<file path="src/sccr_pkg.sv">
// Shared constants, codes and controller/datapath interface types for the
// sector cache tag engine. No dependencies.
package sccr_pkg;

   localparam int ENTRIES  = 64;
   localparam int LANES    = 8;
   localparam int ROWS     = ENTRIES / LANES;
   localparam int IDX_W    = $clog2(ENTRIES);
   localparam int LANE_W   = $clog2(LANES);
   localparam int ROW_W    = $clog2(ROWS);
   localparam int SECTOR_W = 32;
   localparam int SLOT_W   = 6;
   localparam int MODE_W   = 2;

   localparam int RSP_FIELDS_W = 1 + SLOT_W + 1 + 1 + SECTOR_W;
   localparam int RSP_TDATA_W  = ((RSP_FIELDS_W + 7) / 8) * 8;

   // request kinds
   localparam logic [MODE_W-1:0] MODE_READ  = 2'd0;
   localparam logic [MODE_W-1:0] MODE_WRITE = 2'd1;
   localparam logic [MODE_W-1:0] MODE_FLUSH = 2'd2;
   localparam logic [MODE_W-1:0] MODE_NONE  = 2'd3;

   // tag read address source
   localparam logic [1:0] RD_SEARCH = 2'd0;
   localparam logic [1:0] RD_HAND   = 2'd1;
   localparam logic [1:0] RD_IDX    = 2'd2;

   // result kinds loaded into the output register
   localparam logic [2:0] EMIT_NONE  = 3'd0;
   localparam logic [2:0] EMIT_HIT   = 3'd1;
   localparam logic [2:0] EMIT_MISS  = 3'd2;
   localparam logic [2:0] EMIT_WB    = 3'd3;
   localparam logic [2:0] EMIT_EMPTY = 3'd4;

   typedef struct packed {
      logic       load_req;   // latch request, restart search and flush index
      logic       search;     // advance tag search by one row
      logic       sweep;      // clear chance bit under hand, step hand
      logic [1:0] rd_sel;
      logic [2:0] emit;
      logic       clear_all;  // invalidate every entry
      logic       idx_inc;
   } sccr_cmd_type;

   typedef struct packed {
      logic hit_found;
      logic search_done;
      logic hand_chance;
      logic ent_vd;       // entry under flush index is valid and dirty
      logic any_vd;
      logic more_vd;      // another valid dirty entry besides the current one
      logic out_free;
   } sccr_status_type;

endpackage

</file>
<file path="src/sector_cache_clock_replacement.sv">
// Top level of the sector cache tag engine: stream ports, controller and
// datapath. Depends on sccr_pkg, sccr_ctrl and sccr_dp.
//
// Tag and policy engine for a 64-entry fully associative sector cache with
// clock (second chance) replacement. Each request word asks to read, write
// or flush; read and write give one result word naming the slot of an
// external data store, whether it hit, whether a fill is needed and, on a
// miss that evicts a dirty entry, the old sector to write back. A flush
// gives one writeback word per dirty entry in ascending slot order, the
// final one marked with tlast (a single all-zero word with tlast if nothing
// is dirty), then invalidates every entry; mode 3 is taken and ignored.
// Tags sit in eight lane RAMs, one row of eight tags read per cycle, and
// the lookup stops at the first row with a hit or after the last row. A
// miss then sweeps the hand, clearing each chance bit it meets, until it
// finds an entry without one, which becomes the victim. The controller is
// back in idle as the result is loaded, so the next request word is taken
// in the following cycle at the earliest. A flush scans entries upward
// from slot 0 to the last dirty one, sending a writeback word for each.
// A full output register holds the controller in its emitting state. One
// request is in progress at a time; a result word waits in the output
// register without blocking acceptance of the next request word. No
// clearing pass is needed after reset.
module sector_cache_clock_replacement (
   input  logic                                 clock,
   input  logic                                 reset,
   // request channel
   input  logic                                 req_tvalid,
   output logic                                 req_tready,
   input  logic [sccr_pkg::SECTOR_W-1:0]        req_tdata,   // [31:0] sector
   input  logic [sccr_pkg::MODE_W-1:0]          req_tuser,   // [1:0] mode
   // result channel
   output logic                                 rsp_tvalid,
   input  logic                                 rsp_tready,
   // [0] hit, [6:1] slot, [7] fill_needed, [8] writeback_needed,
   // [40:9] writeback_sector, [47:41] zero
   output logic [sccr_pkg::RSP_TDATA_W-1:0]     rsp_tdata,
   output logic                                 rsp_tlast
);
   import sccr_pkg::*;

   sccr_cmd_type    cmd;
   sccr_status_type status;

   logic                rsp_hit;
   logic [SLOT_W-1:0]   rsp_slot;
   logic                rsp_fill;
   logic                rsp_wb;
   logic [SECTOR_W-1:0] rsp_wb_sector;

   sccr_ctrl u_ctrl (
      .clock     (clock),
      .reset     (reset),
      .req_valid (req_tvalid),
      .req_mode  (req_tuser),
      .req_ready (req_tready),
      .status    (status),
      .cmd       (cmd)
   );

   sccr_dp u_dp (
      .clock         (clock),
      .reset         (reset),
      .req_mode      (req_tuser),
      .req_sector    (req_tdata),
      .cmd           (cmd),
      .status        (status),
      .rsp_valid     (rsp_tvalid),
      .rsp_ready     (rsp_tready),
      .rsp_hit       (rsp_hit),
      .rsp_slot      (rsp_slot),
      .rsp_fill      (rsp_fill),
      .rsp_wb        (rsp_wb),
      .rsp_wb_sector (rsp_wb_sector),
      .rsp_last      (rsp_tlast)
   );

   // fields packed from bit 0 up, zero-padded to whole bytes
   assign rsp_tdata = {{(RSP_TDATA_W - RSP_FIELDS_W){1'b0}},
                       rsp_wb_sector, rsp_wb, rsp_fill, rsp_slot, rsp_hit};

endmodule

</file>
<file path="src/sccr_ram.sv">
// Generic single-write, single-read RAM with registered read data.
// No dependencies.
module sccr_ram #(
   parameter int WIDTH = 32,
   parameter int DEPTH = 8
) (
   input  logic                     clock,
   input  logic                     wr_en,
   input  logic [$clog2(DEPTH)-1:0] wr_addr,
   input  logic [WIDTH-1:0]         wr_data,
   input  logic [$clog2(DEPTH)-1:0] rd_addr,
   output logic [WIDTH-1:0]         rd_data
);

   logic [WIDTH-1:0] mem_ff [DEPTH];
   logic [WIDTH-1:0] rd_data_ff;

   always_ff @(posedge clock) begin
      if (wr_en) begin
         mem_ff[wr_addr] <= wr_data;
      end
      rd_data_ff <= mem_ff[rd_addr];
   end

   assign rd_data = rd_data_ff;

endmodule

</file>
<file path="src/sccr_dp.sv">
// Datapath: tag RAM lanes, valid/dirty/chance bits, clock hand, search and
// flush counters, result register. Depends on sccr_pkg and sccr_ram.
module sccr_dp (
   input  logic                         clock,
   input  logic                         reset,
   input  logic [sccr_pkg::MODE_W-1:0]  req_mode,
   input  logic [sccr_pkg::SECTOR_W-1:0] req_sector,
   input  sccr_pkg::sccr_cmd_type       cmd,
   output sccr_pkg::sccr_status_type    status,
   output logic                         rsp_valid,
   input  logic                         rsp_ready,
   output logic                         rsp_hit,
   output logic [sccr_pkg::SLOT_W-1:0]  rsp_slot,
   output logic                         rsp_fill,
   output logic                         rsp_wb,
   output logic [sccr_pkg::SECTOR_W-1:0] rsp_wb_sector,
   output logic                         rsp_last
);
   import sccr_pkg::*;

   logic [MODE_W-1:0]   mode_ff, mode_in;
   logic [SECTOR_W-1:0] sector_ff, sector_in;
   logic [ROW_W-1:0]    rd_row_ff, rd_row_in;
   logic                look_ff, look_in;
   logic [ROW_W-1:0]    look_row_ff, look_row_in;
   logic [IDX_W-1:0]    hit_idx_ff, hit_idx_in;
   logic [IDX_W-1:0]    hand_ff, hand_in;
   logic [IDX_W-1:0]    idx_ff, idx_in;
   logic [ENTRIES-1:0]  valid_ff, valid_in;
   logic [ENTRIES-1:0]  dirty_ff, dirty_in;
   logic [ENTRIES-1:0]  chance_ff, chance_in;
   logic                rsp_valid_ff, rsp_valid_in;
   logic                o_hit_ff, o_hit_in;
   logic [SLOT_W-1:0]   o_slot_ff, o_slot_in;
   logic                o_fill_ff, o_fill_in;
   logic                o_wb_ff, o_wb_in;
   logic [SECTOR_W-1:0] o_wbsec_ff, o_wbsec_in;
   logic                o_last_ff, o_last_in;

   logic [ROW_W-1:0]    rd_addr;
   logic [SECTOR_W-1:0] rd_q [LANES];
   logic [LANES-1:0]    match;
   logic [LANE_W-1:0]   hit_lane;
   logic [ENTRIES-1:0]  vd;
   logic                is_write;
   logic                victim_wb;
   logic                install;

   assign is_write = (mode_ff == MODE_WRITE);
   assign vd       = valid_ff & dirty_ff;
   assign install  = (cmd.emit == EMIT_MISS);

   always_comb begin
      case (cmd.rd_sel)
         RD_SEARCH: rd_addr = rd_row_ff;
         RD_HAND:   rd_addr = hand_ff[IDX_W-1:LANE_W];
         RD_IDX:    rd_addr = idx_ff[IDX_W-1:LANE_W];
         default:   rd_addr = rd_row_ff;
      endcase
   end

   // one tag RAM per lane; a row holds LANES neighbouring entries
   for (genvar l = 0; l < LANES; l++) begin : g_lane
      sccr_ram #(
         .WIDTH (SECTOR_W),
         .DEPTH (ROWS)
      ) u_tag (
         .clock   (clock),
         .wr_en   (install && (hand_ff[LANE_W-1:0] == LANE_W'(l))),
         .wr_addr (hand_ff[IDX_W-1:LANE_W]),
         .wr_data (sector_ff),
         .rd_addr (rd_addr),
         .rd_data (rd_q[l])
      );
      assign match[l] = valid_ff[{look_row_ff, LANE_W'(l)}] && (rd_q[l] == sector_ff);
   end

   // lowest lane wins
   always_comb begin
      hit_lane = '0;
      for (int l = LANES - 1; l >= 0; l--) begin
         if (match[l]) begin
            hit_lane = LANE_W'(l);
         end
      end
   end

   assign victim_wb = valid_ff[hand_ff] && dirty_ff[hand_ff];

   assign status.hit_found   = look_ff && (|match);
   assign status.search_done = look_ff && (look_row_ff == ROW_W'(ROWS - 1));
   assign status.hand_chance = chance_ff[hand_ff];
   assign status.ent_vd      = vd[idx_ff];
   assign status.any_vd      = |vd;
   assign status.more_vd     = |(vd & ~(ENTRIES'(1) << idx_ff));
   assign status.out_free    = !rsp_valid_ff || rsp_ready;

   always_comb begin
      mode_in      = mode_ff;
      sector_in    = sector_ff;
      rd_row_in    = rd_row_ff;
      look_in      = look_ff;
      look_row_in  = look_row_ff;
      hit_idx_in   = hit_idx_ff;
      hand_in      = hand_ff;
      idx_in       = idx_ff;
      valid_in     = valid_ff;
      dirty_in     = dirty_ff;
      chance_in    = chance_ff;
      rsp_valid_in = rsp_valid_ff && !rsp_ready;
      o_hit_in     = o_hit_ff;
      o_slot_in    = o_slot_ff;
      o_fill_in    = o_fill_ff;
      o_wb_in      = o_wb_ff;
      o_wbsec_in   = o_wbsec_ff;
      o_last_in    = o_last_ff;

      if (cmd.load_req) begin
         mode_in   = req_mode;
         sector_in = req_sector;
         rd_row_in = '0;
         look_in   = 1'b0;
         idx_in    = '0;
      end

      if (cmd.search) begin
         rd_row_in   = rd_row_ff + 1'b1;
         look_in     = 1'b1;
         look_row_in = rd_row_ff;
         if (status.hit_found) begin
            hit_idx_in = {look_row_ff, hit_lane};
         end
      end

      if (cmd.sweep) begin
         chance_in[hand_ff] = 1'b0;
         hand_in = (hand_ff == IDX_W'(ENTRIES - 1)) ? '0 : hand_ff + 1'b1;
      end

      if (cmd.idx_inc) begin
         idx_in = idx_ff + 1'b1;
      end

      case (cmd.emit)
         EMIT_HIT: begin
            rsp_valid_in = 1'b1;
            o_hit_in     = 1'b1;
            o_slot_in    = SLOT_W'(hit_idx_ff);
            o_fill_in    = 1'b0;
            o_wb_in      = 1'b0;
            o_wbsec_in   = '0;
            o_last_in    = 1'b1;
            chance_in[hit_idx_ff] = 1'b1;
            if (is_write) begin
               dirty_in[hit_idx_ff] = 1'b1;
            end
         end
         EMIT_MISS: begin
            rsp_valid_in = 1'b1;
            o_hit_in     = 1'b0;
            o_slot_in    = SLOT_W'(hand_ff);
            o_fill_in    = 1'b1;
            o_wb_in      = victim_wb;
            o_wbsec_in   = victim_wb ? rd_q[hand_ff[LANE_W-1:0]] : '0;
            o_last_in    = 1'b1;
            valid_in[hand_ff]  = 1'b1;
            chance_in[hand_ff] = 1'b1;
            dirty_in[hand_ff]  = is_write;
         end
         EMIT_WB: begin
            rsp_valid_in = 1'b1;
            o_hit_in     = 1'b0;
            o_slot_in    = SLOT_W'(idx_ff);
            o_fill_in    = 1'b0;
            o_wb_in      = 1'b1;
            o_wbsec_in   = rd_q[idx_ff[LANE_W-1:0]];
            o_last_in    = !status.more_vd;
            dirty_in[idx_ff] = 1'b0;
         end
         EMIT_EMPTY: begin
            rsp_valid_in = 1'b1;
            o_hit_in     = 1'b0;
            o_slot_in    = '0;
            o_fill_in    = 1'b0;
            o_wb_in      = 1'b0;
            o_wbsec_in   = '0;
            o_last_in    = 1'b1;
         end
         default: begin
         end
      endcase

      if (cmd.clear_all) begin
         valid_in  = '0;
         dirty_in  = '0;
         chance_in = '0;
      end
   end

   always_ff @(posedge clock) begin
      if (reset) begin
         look_ff      <= 1'b0;
         hand_ff      <= '0;
         valid_ff     <= '0;
         dirty_ff     <= '0;
         chance_ff    <= '0;
         rsp_valid_ff <= 1'b0;
      end else begin
         look_ff      <= look_in;
         hand_ff      <= hand_in;
         valid_ff     <= valid_in;
         dirty_ff     <= dirty_in;
         chance_ff    <= chance_in;
         rsp_valid_ff <= rsp_valid_in;
      end
   end

   always_ff @(posedge clock) begin
      mode_ff     <= mode_in;
      sector_ff   <= sector_in;
      rd_row_ff   <= rd_row_in;
      look_row_ff <= look_row_in;
      hit_idx_ff  <= hit_idx_in;
      idx_ff      <= idx_in;
      o_hit_ff    <= o_hit_in;
      o_slot_ff   <= o_slot_in;
      o_fill_ff   <= o_fill_in;
      o_wb_ff     <= o_wb_in;
      o_wbsec_ff  <= o_wbsec_in;
      o_last_ff   <= o_last_in;
   end

   assign rsp_valid     = rsp_valid_ff;
   assign rsp_hit       = o_hit_ff;
   assign rsp_slot      = o_slot_ff;
   assign rsp_fill      = o_fill_ff;
   assign rsp_wb        = o_wb_ff;
   assign rsp_wb_sector = o_wbsec_ff;
   assign rsp_last      = o_last_ff;

endmodule

</file>
<file path="src/sccr_ctrl.sv">
// Controller state machine: sequences search, clock sweep, install and
// flush over the datapath. Depends on sccr_pkg.
module sccr_ctrl (
   input  logic                        clock,
   input  logic                        reset,
   input  logic                        req_valid,
   input  logic [sccr_pkg::MODE_W-1:0] req_mode,
   output logic                        req_ready,
   input  sccr_pkg::sccr_status_type   status,
   output sccr_pkg::sccr_cmd_type      cmd
);
   import sccr_pkg::*;

   localparam logic [3:0] ST_IDLE   = 4'd0;
   localparam logic [3:0] ST_SEARCH = 4'd1;
   localparam logic [3:0] ST_HIT    = 4'd2;
   localparam logic [3:0] ST_SWEEP  = 4'd3;
   localparam logic [3:0] ST_VICTIM = 4'd4;
   localparam logic [3:0] ST_FSTART = 4'd5;
   localparam logic [3:0] ST_FSCAN  = 4'd6;
   localparam logic [3:0] ST_FWB    = 4'd7;
   localparam logic [3:0] ST_FEMPTY = 4'd8;

   logic [3:0] state_ff, state_in;

   assign req_ready = (state_ff == ST_IDLE);

   always_comb begin
      state_in      = state_ff;
      cmd.load_req  = 1'b0;
      cmd.search    = 1'b0;
      cmd.sweep     = 1'b0;
      cmd.rd_sel    = RD_SEARCH;
      cmd.emit      = EMIT_NONE;
      cmd.clear_all = 1'b0;
      cmd.idx_inc   = 1'b0;

      case (state_ff)
         ST_IDLE: begin
            if (req_valid) begin
               cmd.load_req = 1'b1;
               case (req_mode)
                  MODE_READ, MODE_WRITE: state_in = ST_SEARCH;
                  MODE_FLUSH:            state_in = ST_FSTART;
                  default:               state_in = ST_IDLE;
               endcase
            end
         end
         ST_SEARCH: begin
            cmd.search = 1'b1;
            if (status.hit_found) begin
               state_in = ST_HIT;
            end else if (status.search_done) begin
               state_in = ST_SWEEP;
            end
         end
         ST_HIT: begin
            if (status.out_free) begin
               cmd.emit = EMIT_HIT;
               state_in = ST_IDLE;
            end
         end
         ST_SWEEP: begin
            cmd.rd_sel = RD_HAND;
            if (status.hand_chance) begin
               cmd.sweep = 1'b1;
            end else begin
               state_in = ST_VICTIM;
            end
         end
         ST_VICTIM: begin
            cmd.rd_sel = RD_HAND;
            if (status.out_free) begin
               cmd.emit = EMIT_MISS;
               state_in = ST_IDLE;
            end
         end
         ST_FSTART: begin
            state_in = status.any_vd ? ST_FSCAN : ST_FEMPTY;
         end
         ST_FSCAN: begin
            cmd.rd_sel = RD_IDX;
            if (status.ent_vd) begin
               state_in = ST_FWB;
            end else begin
               cmd.idx_inc = 1'b1;
            end
         end
         ST_FWB: begin
            cmd.rd_sel = RD_IDX;
            if (status.out_free) begin
               cmd.emit = EMIT_WB;
               if (status.more_vd) begin
                  cmd.idx_inc = 1'b1;
                  state_in    = ST_FSCAN;
               end else begin
                  cmd.clear_all = 1'b1;
                  state_in      = ST_IDLE;
               end
            end
         end
         ST_FEMPTY: begin
            if (status.out_free) begin
               cmd.emit      = EMIT_EMPTY;
               cmd.clear_all = 1'b1;
               state_in      = ST_IDLE;
            end
         end
         default: begin
            state_in = ST_IDLE;
         end
      endcase
   end

   always_ff @(posedge clock) begin
      if (reset) begin
         state_ff <= ST_IDLE;
      end else begin
         state_ff <= state_in;
      end
   end

endmodule
</file>
<file path="config.mk">
export PLATFORM = sky130hd
export DESIGN_NAME = sector_cache_clock_replacement
export DESIGN_NICKNAME = d
export VERILOG_FILES = /design/src/sccr_pkg.sv /design/src/sector_cache_clock_replacement.sv /design/src/sccr_ram.sv /design/src/sccr_dp.sv /design/src/sccr_ctrl.sv
export SDC_FILE = /design/constraint.sdc
export NUM_CORES = 2
export LEC_CHECK = 0
export ABC_AREA = 1
export BUFFER_PORTS_ARGS = -buffer_cell sky130_fd_sc_hd__buf_4
export CORE_AREA = 2 2 445 447
export DETAILED_ROUTE_END_ITERATION = 8
export DIE_AREA = 0 0 447 449
export PLACE_DENSITY = 0.73
export RECOVER_POWER = 50
export SYNTH_ARGS = -nofsm -noshare
export SYNTH_HDL_FRONTEND = slang
export SYNTH_SLANG_ARGS = --single-unit
</file>
<file path="constraint.sdc">
create_clock -name clock -period 4.2 [get_ports clock]
set_input_delay 0.42 -clock clock [delete_from_list [all_inputs] [get_ports clock]]
set_output_delay 0.42 -clock clock [all_outputs]
set_load 0.01 [all_outputs]
</file>
==> impl_metrics.csv <==
group,metric,value,unit
final_layout,fillCellCount,15056,
clock_tree,clkTransAtPathRegs,0.06,ns
worst_setup_path,critPathBufInv,3,
pwr,p_int,0.0557,W
clock_tree,cts_tree,"done",
placed_design,dp.cells,11778,
drt,dr.pass1.iters,6,
clock_tree,clk_latency,1.00,ns
timing,finalSetupViolations,17,
floorplan,die_h,449,um
timing,tightestPinTransition,3.08,ns
synth,synth_edf_count,2142,
drt,drc,0,
worst_setup_path,path_depth,3,
final_layout,design_area,122000,um2
worst_setup_path,required,4.75,ns
pwr,p_clk_share,26.2,%
synth,synthSimpleGateAreaFrac,9.19,%
timing,max_slew_margin,-105,%
worst_setup_path,ff2ff_path_depth,3,
drt,wirelength,406000,um
worst_setup_path,crit_chain,"clkbuf_1, clkbuf_1, clkbuf_2",
pwr,p_switching,0.0362,W
synth,synth-main-ff-cell,"edfxtp_1",
final_layout,final_common_cell,"edfxtp_1",
pwr,p_leak,40.8,nW
synth,synthAdderAreaFrac,0.175,%
timing,rsz0062_at_grt,"false",
clock_tree,cts_resized,0,
placed_design,port_buffers,81,
worst_hold_path,min_path_cells,4,
final_layout,layout.cells.non_filler,12315,
placed_design,gp_congestion,1.07,
synth,yosys-mux-area-fraction,0,%
timing,period_needed,4.25,ns
floorplan,die_area,201000,um2
run_status,status,"finished with violations",
clock_tree,cts_setup_buffers,0,
synth,netlist_area,107000,um2
final_layout,nets,9510,
synth,yosys.cell_types.count,55,
floorplan,die_x,447,um
clock_tree,ctsLongestPathBuffers,4,
pwr,p_per_area,753,nW/um2
global_route,grt_overflow,0,
clock_tree,htreeDepth,5,
timing,skew,0.0799,ns
pwr,combPwrFrac,34.1,%
clock_tree,cts_root_buf,"clkbuf_16",
placed_design,post_dp_cell_area,113000,um2
timing,drv_slew,1073,
placed_design,dp_hpwl,266000,um
final_layout,fin_util,62.1,%
synth,synth_top_family_by_area,"compound AO/OA/AOI/OAI gates",
worst_setup_path,cp.arrival,4.79,ns
final_layout,syn_to_final_growth,13.9,%
global_route,grt_antenna_before_repair,24,
synth,synth_compound_gate_area_share,16.6,%
worst_setup_path,cp-start-kind,"flop",
timing,period_share,101,%
worst_setup_path,cp_top_family,"buffers and inverters",
floorplan,row_count,163,
global_route,grt_max_degree,134,
clock_tree,cts.sinks,2602,
pwr,swShare,39.4,%
timing,layout_setup_ws,-0.0470,ns
floorplan,fp.coreArea,196000,um2
synth,synth-seq-cells,2602,
pwr,irDropWorstVdd,0.690,mV
worst_setup_path,worstPathMaxFanout,44,
pwr,seqPwrFrac,39.6,%
timing,finalHoldViolCount,0,
synth,synthCells,9236,
drt,avgRoutedWirePerCell,33.0,um
synth,synth-xor-area-share,1.56,%
worst_setup_path,crit_top_cell,"clkbuf_1",
final_layout,final_cell_mix,"2,142 x edfxtp_1, 1,228 x o21ai_0, 1,153 x nor2_1",
floorplan,start_util,54.6,%
global_route,grt_pass1_vias,75483,
synth,ys_seq_area_share,68.7,%
global_route,track_usage,39.8,%
worst_setup_path,critPathSlowestCell,"clkbuf_1",
drt,drt_iter0_drc,11816,
worst_setup_path,crit_type,"flop to flop",
drt,postRouteAntennaNets,0,
drt,viasPerCell,6.60,
floorplan,io_pins,89,
final_layout,drive_gt1_share,9.66,%
clock_tree,numCtsBuffers,282,
worst_setup_path,critPathCaptureType,"flop",
flow_run,timing.max_cap.violations,28,
worst_hold_path,hold_path.class,"input port to flop",
synth,avgSynthCellArea,11.6,um2
synth,yosys_warnings,0,
global_route,grt_pass1_wl,565000,um
worst_setup_path,critical_path.max_stage_delay,1.19,ns
timing,whs,0.0390,ns
run_status,violations,"capacitance limit, slew limit, setup timing",
timing,clock.fmax,235,MHz
drt,via_count,81300,
synth,synthArstFlopShare,0,%
==> repair_timing <==
action,4_1_cts,5_1_grt
hold endpoints to repair,42,0
hold buffers,35,0
endpoints found under the setup margin,0,0
==> kinds of logic (layout without fill, tap and decap cells) <==
family / Yosys count / count (layout)
xor+xnor: 191 / 191
other cells: 1 / 19
flops: 2602 / 2602
simple gates: 2480 / 2480
fa+ha+maj: 15 / 15
compound gates: 2973 / 2973
buf+inv: 974 / 1395
==> power groups by stage <==
stage	Sequential (W)	Clock (W)	Combinational (W)
after floorplan	0.0334	0	0.0191
final	0.0364	0.0241	0.0314
after global routing	0.0360	0.0252	0.0338
after detailed placement	0.0364	0	0.0307
after global placement	0.0365	0	0.0300
after CTS	0.0359	0.0242	0.0310
==> layout make-up <==
| cell class | count | area, um2 | share of cell area (%) |
|---|---|---|---|
| flip-flops and latches | 2602 | 73500 | 60.3 |
| multi-input cells | 5666 | 30000 | 24.6 |
| clock buffers | 388 | 7810 | 6.41 |
| repair buffers | 572 | 4950 | 4.06 |
| well taps | 2640 | 3300 | 2.71 |
| inverters | 333 | 1270 | 1.04 |
| clock inverters | 102 | 1030 | 0.848 |
| diodes | 12 | 30.0 | 0.0246 |
==> cell usage after synthesis (3+ instances only) <==
| library cell | n | area, um2 |
|---|---|---|
| edfxtp_1 | 2142 | 64300 |
| o21ai_0 | 1228 | 6150 |
| nor2_1 | 1211 | 4550 |
| nand2_1 | 1018 | 3820 |
| o21bai_1 | 519 | 3900 |
| o22ai_1 | 517 | 3230 |
| dfxtp_1 | 460 | 9210 |
| clkbuf_1 | 435 | 1630 |
| inv_1 | 314 | 1180 |
| a31oi_1 | 285 | 1780 |
| a21oi_1 | 233 | 1170 |
| xnor2_1 | 189 | 1660 |
| buf_2 | 130 | 651 |
| nand3_1 | 75 | 375 |
| o211ai_1 | 72 | 541 |
| nand4_1 | 70 | 438 |
| nor3_1 | 48 | 240 |
| o2111ai_1 | 41 | 359 |
| buf_1 | 32 | 120 |
| buf_6 | 24 | 270 |
| buf_4 | 20 | 150 |
| a221oi_1 | 18 | 158 |
| or2_2 | 16 | 100 |
| ha_1 | 15 | 188 |
| or4_1 | 14 | 105 |
| a22oi_1 | 12 | 90.1 |
| inv_2 | 12 | 45.0 |
| o21ai_1 | 12 | 60.1 |
| o221ai_1 | 12 | 105 |
| nor4_1 | 8 | 50.1 |
| clkinv_1 | 7 | 26.3 |
| a2111oi_0 | 5 | 43.8 |
| o32ai_1 | 5 | 43.8 |
| nand2_2 | 4 | 25.0 |
| nor2_2 | 4 | 25.0 |
| a221o_1 | 3 | 30.0 |
| nor2_4 | 3 | 33.8 |
==> layer usage <==
layer / track usage (%) / up-vias / routed length [um]
met2: 58.8 / 5690 / 178000
met1: 54.4 / 40238 / 150000
li1: - / 34116 / -
met3: 8.70 / 1240 / 48200
met5: 0 / - / 106
met4: 23.7 / 16 / 29900
==> worst paths after layout <==
check / endpoint / slack (ns) / startpoint
worst max-delay path: u_dp.g_lane[7].u_tag.mem_ff[5][28] / -0.05 / u_dp.sector_ff[28]
worst min-delay path: u_dp.rsp_valid / 0.04 / rsp_tready
worst max register to register: u_dp.g_lane[7].u_tag.mem_ff[5][28] / -0.05 / u_dp.sector_ff[28]
worst min register to register: u_dp.chance_ff[32] / 0.46 / u_dp.chance_ff[32]
==> worst register-to-register path, cell delays in order, from the launching register on <==
cell	delay, ns
edfxtp_1	0.33
clkbuf_1	1.19
clkbuf_1	1.05
clkbuf_2	1.15
==> state kept, by name, indices dropped and copies added (netlist names), 32 cells and up <==
name                       flops
u_dp.g_lane.u_tag.rd_data    256
u_dp.chance_ff                64
u_dp.rsp_wb_sector            32
u_dp.g_lane.u_tag.mem_ff    2048
u_dp.sector_ff                32
u_dp.dirty_ff                 64
u_dp.valid_ff                 64
==> metrics by stage <==
step | power, W | setup slack [ns] | TNS, ns
final | 0.0919 | -0.0470 | -0.448
after global routing | 0.0951 | 0.0610 | 0
after CTS | 0.0911 | 0.343 | 0
after detailed placement | 0.0672 | 0.424 | 0
after global placement | 0.0665 | 0.364 | 0
after floorplan | 0.0525 | 0.808 | 0
No activity file was read; power rests on OpenSTA's default activity.
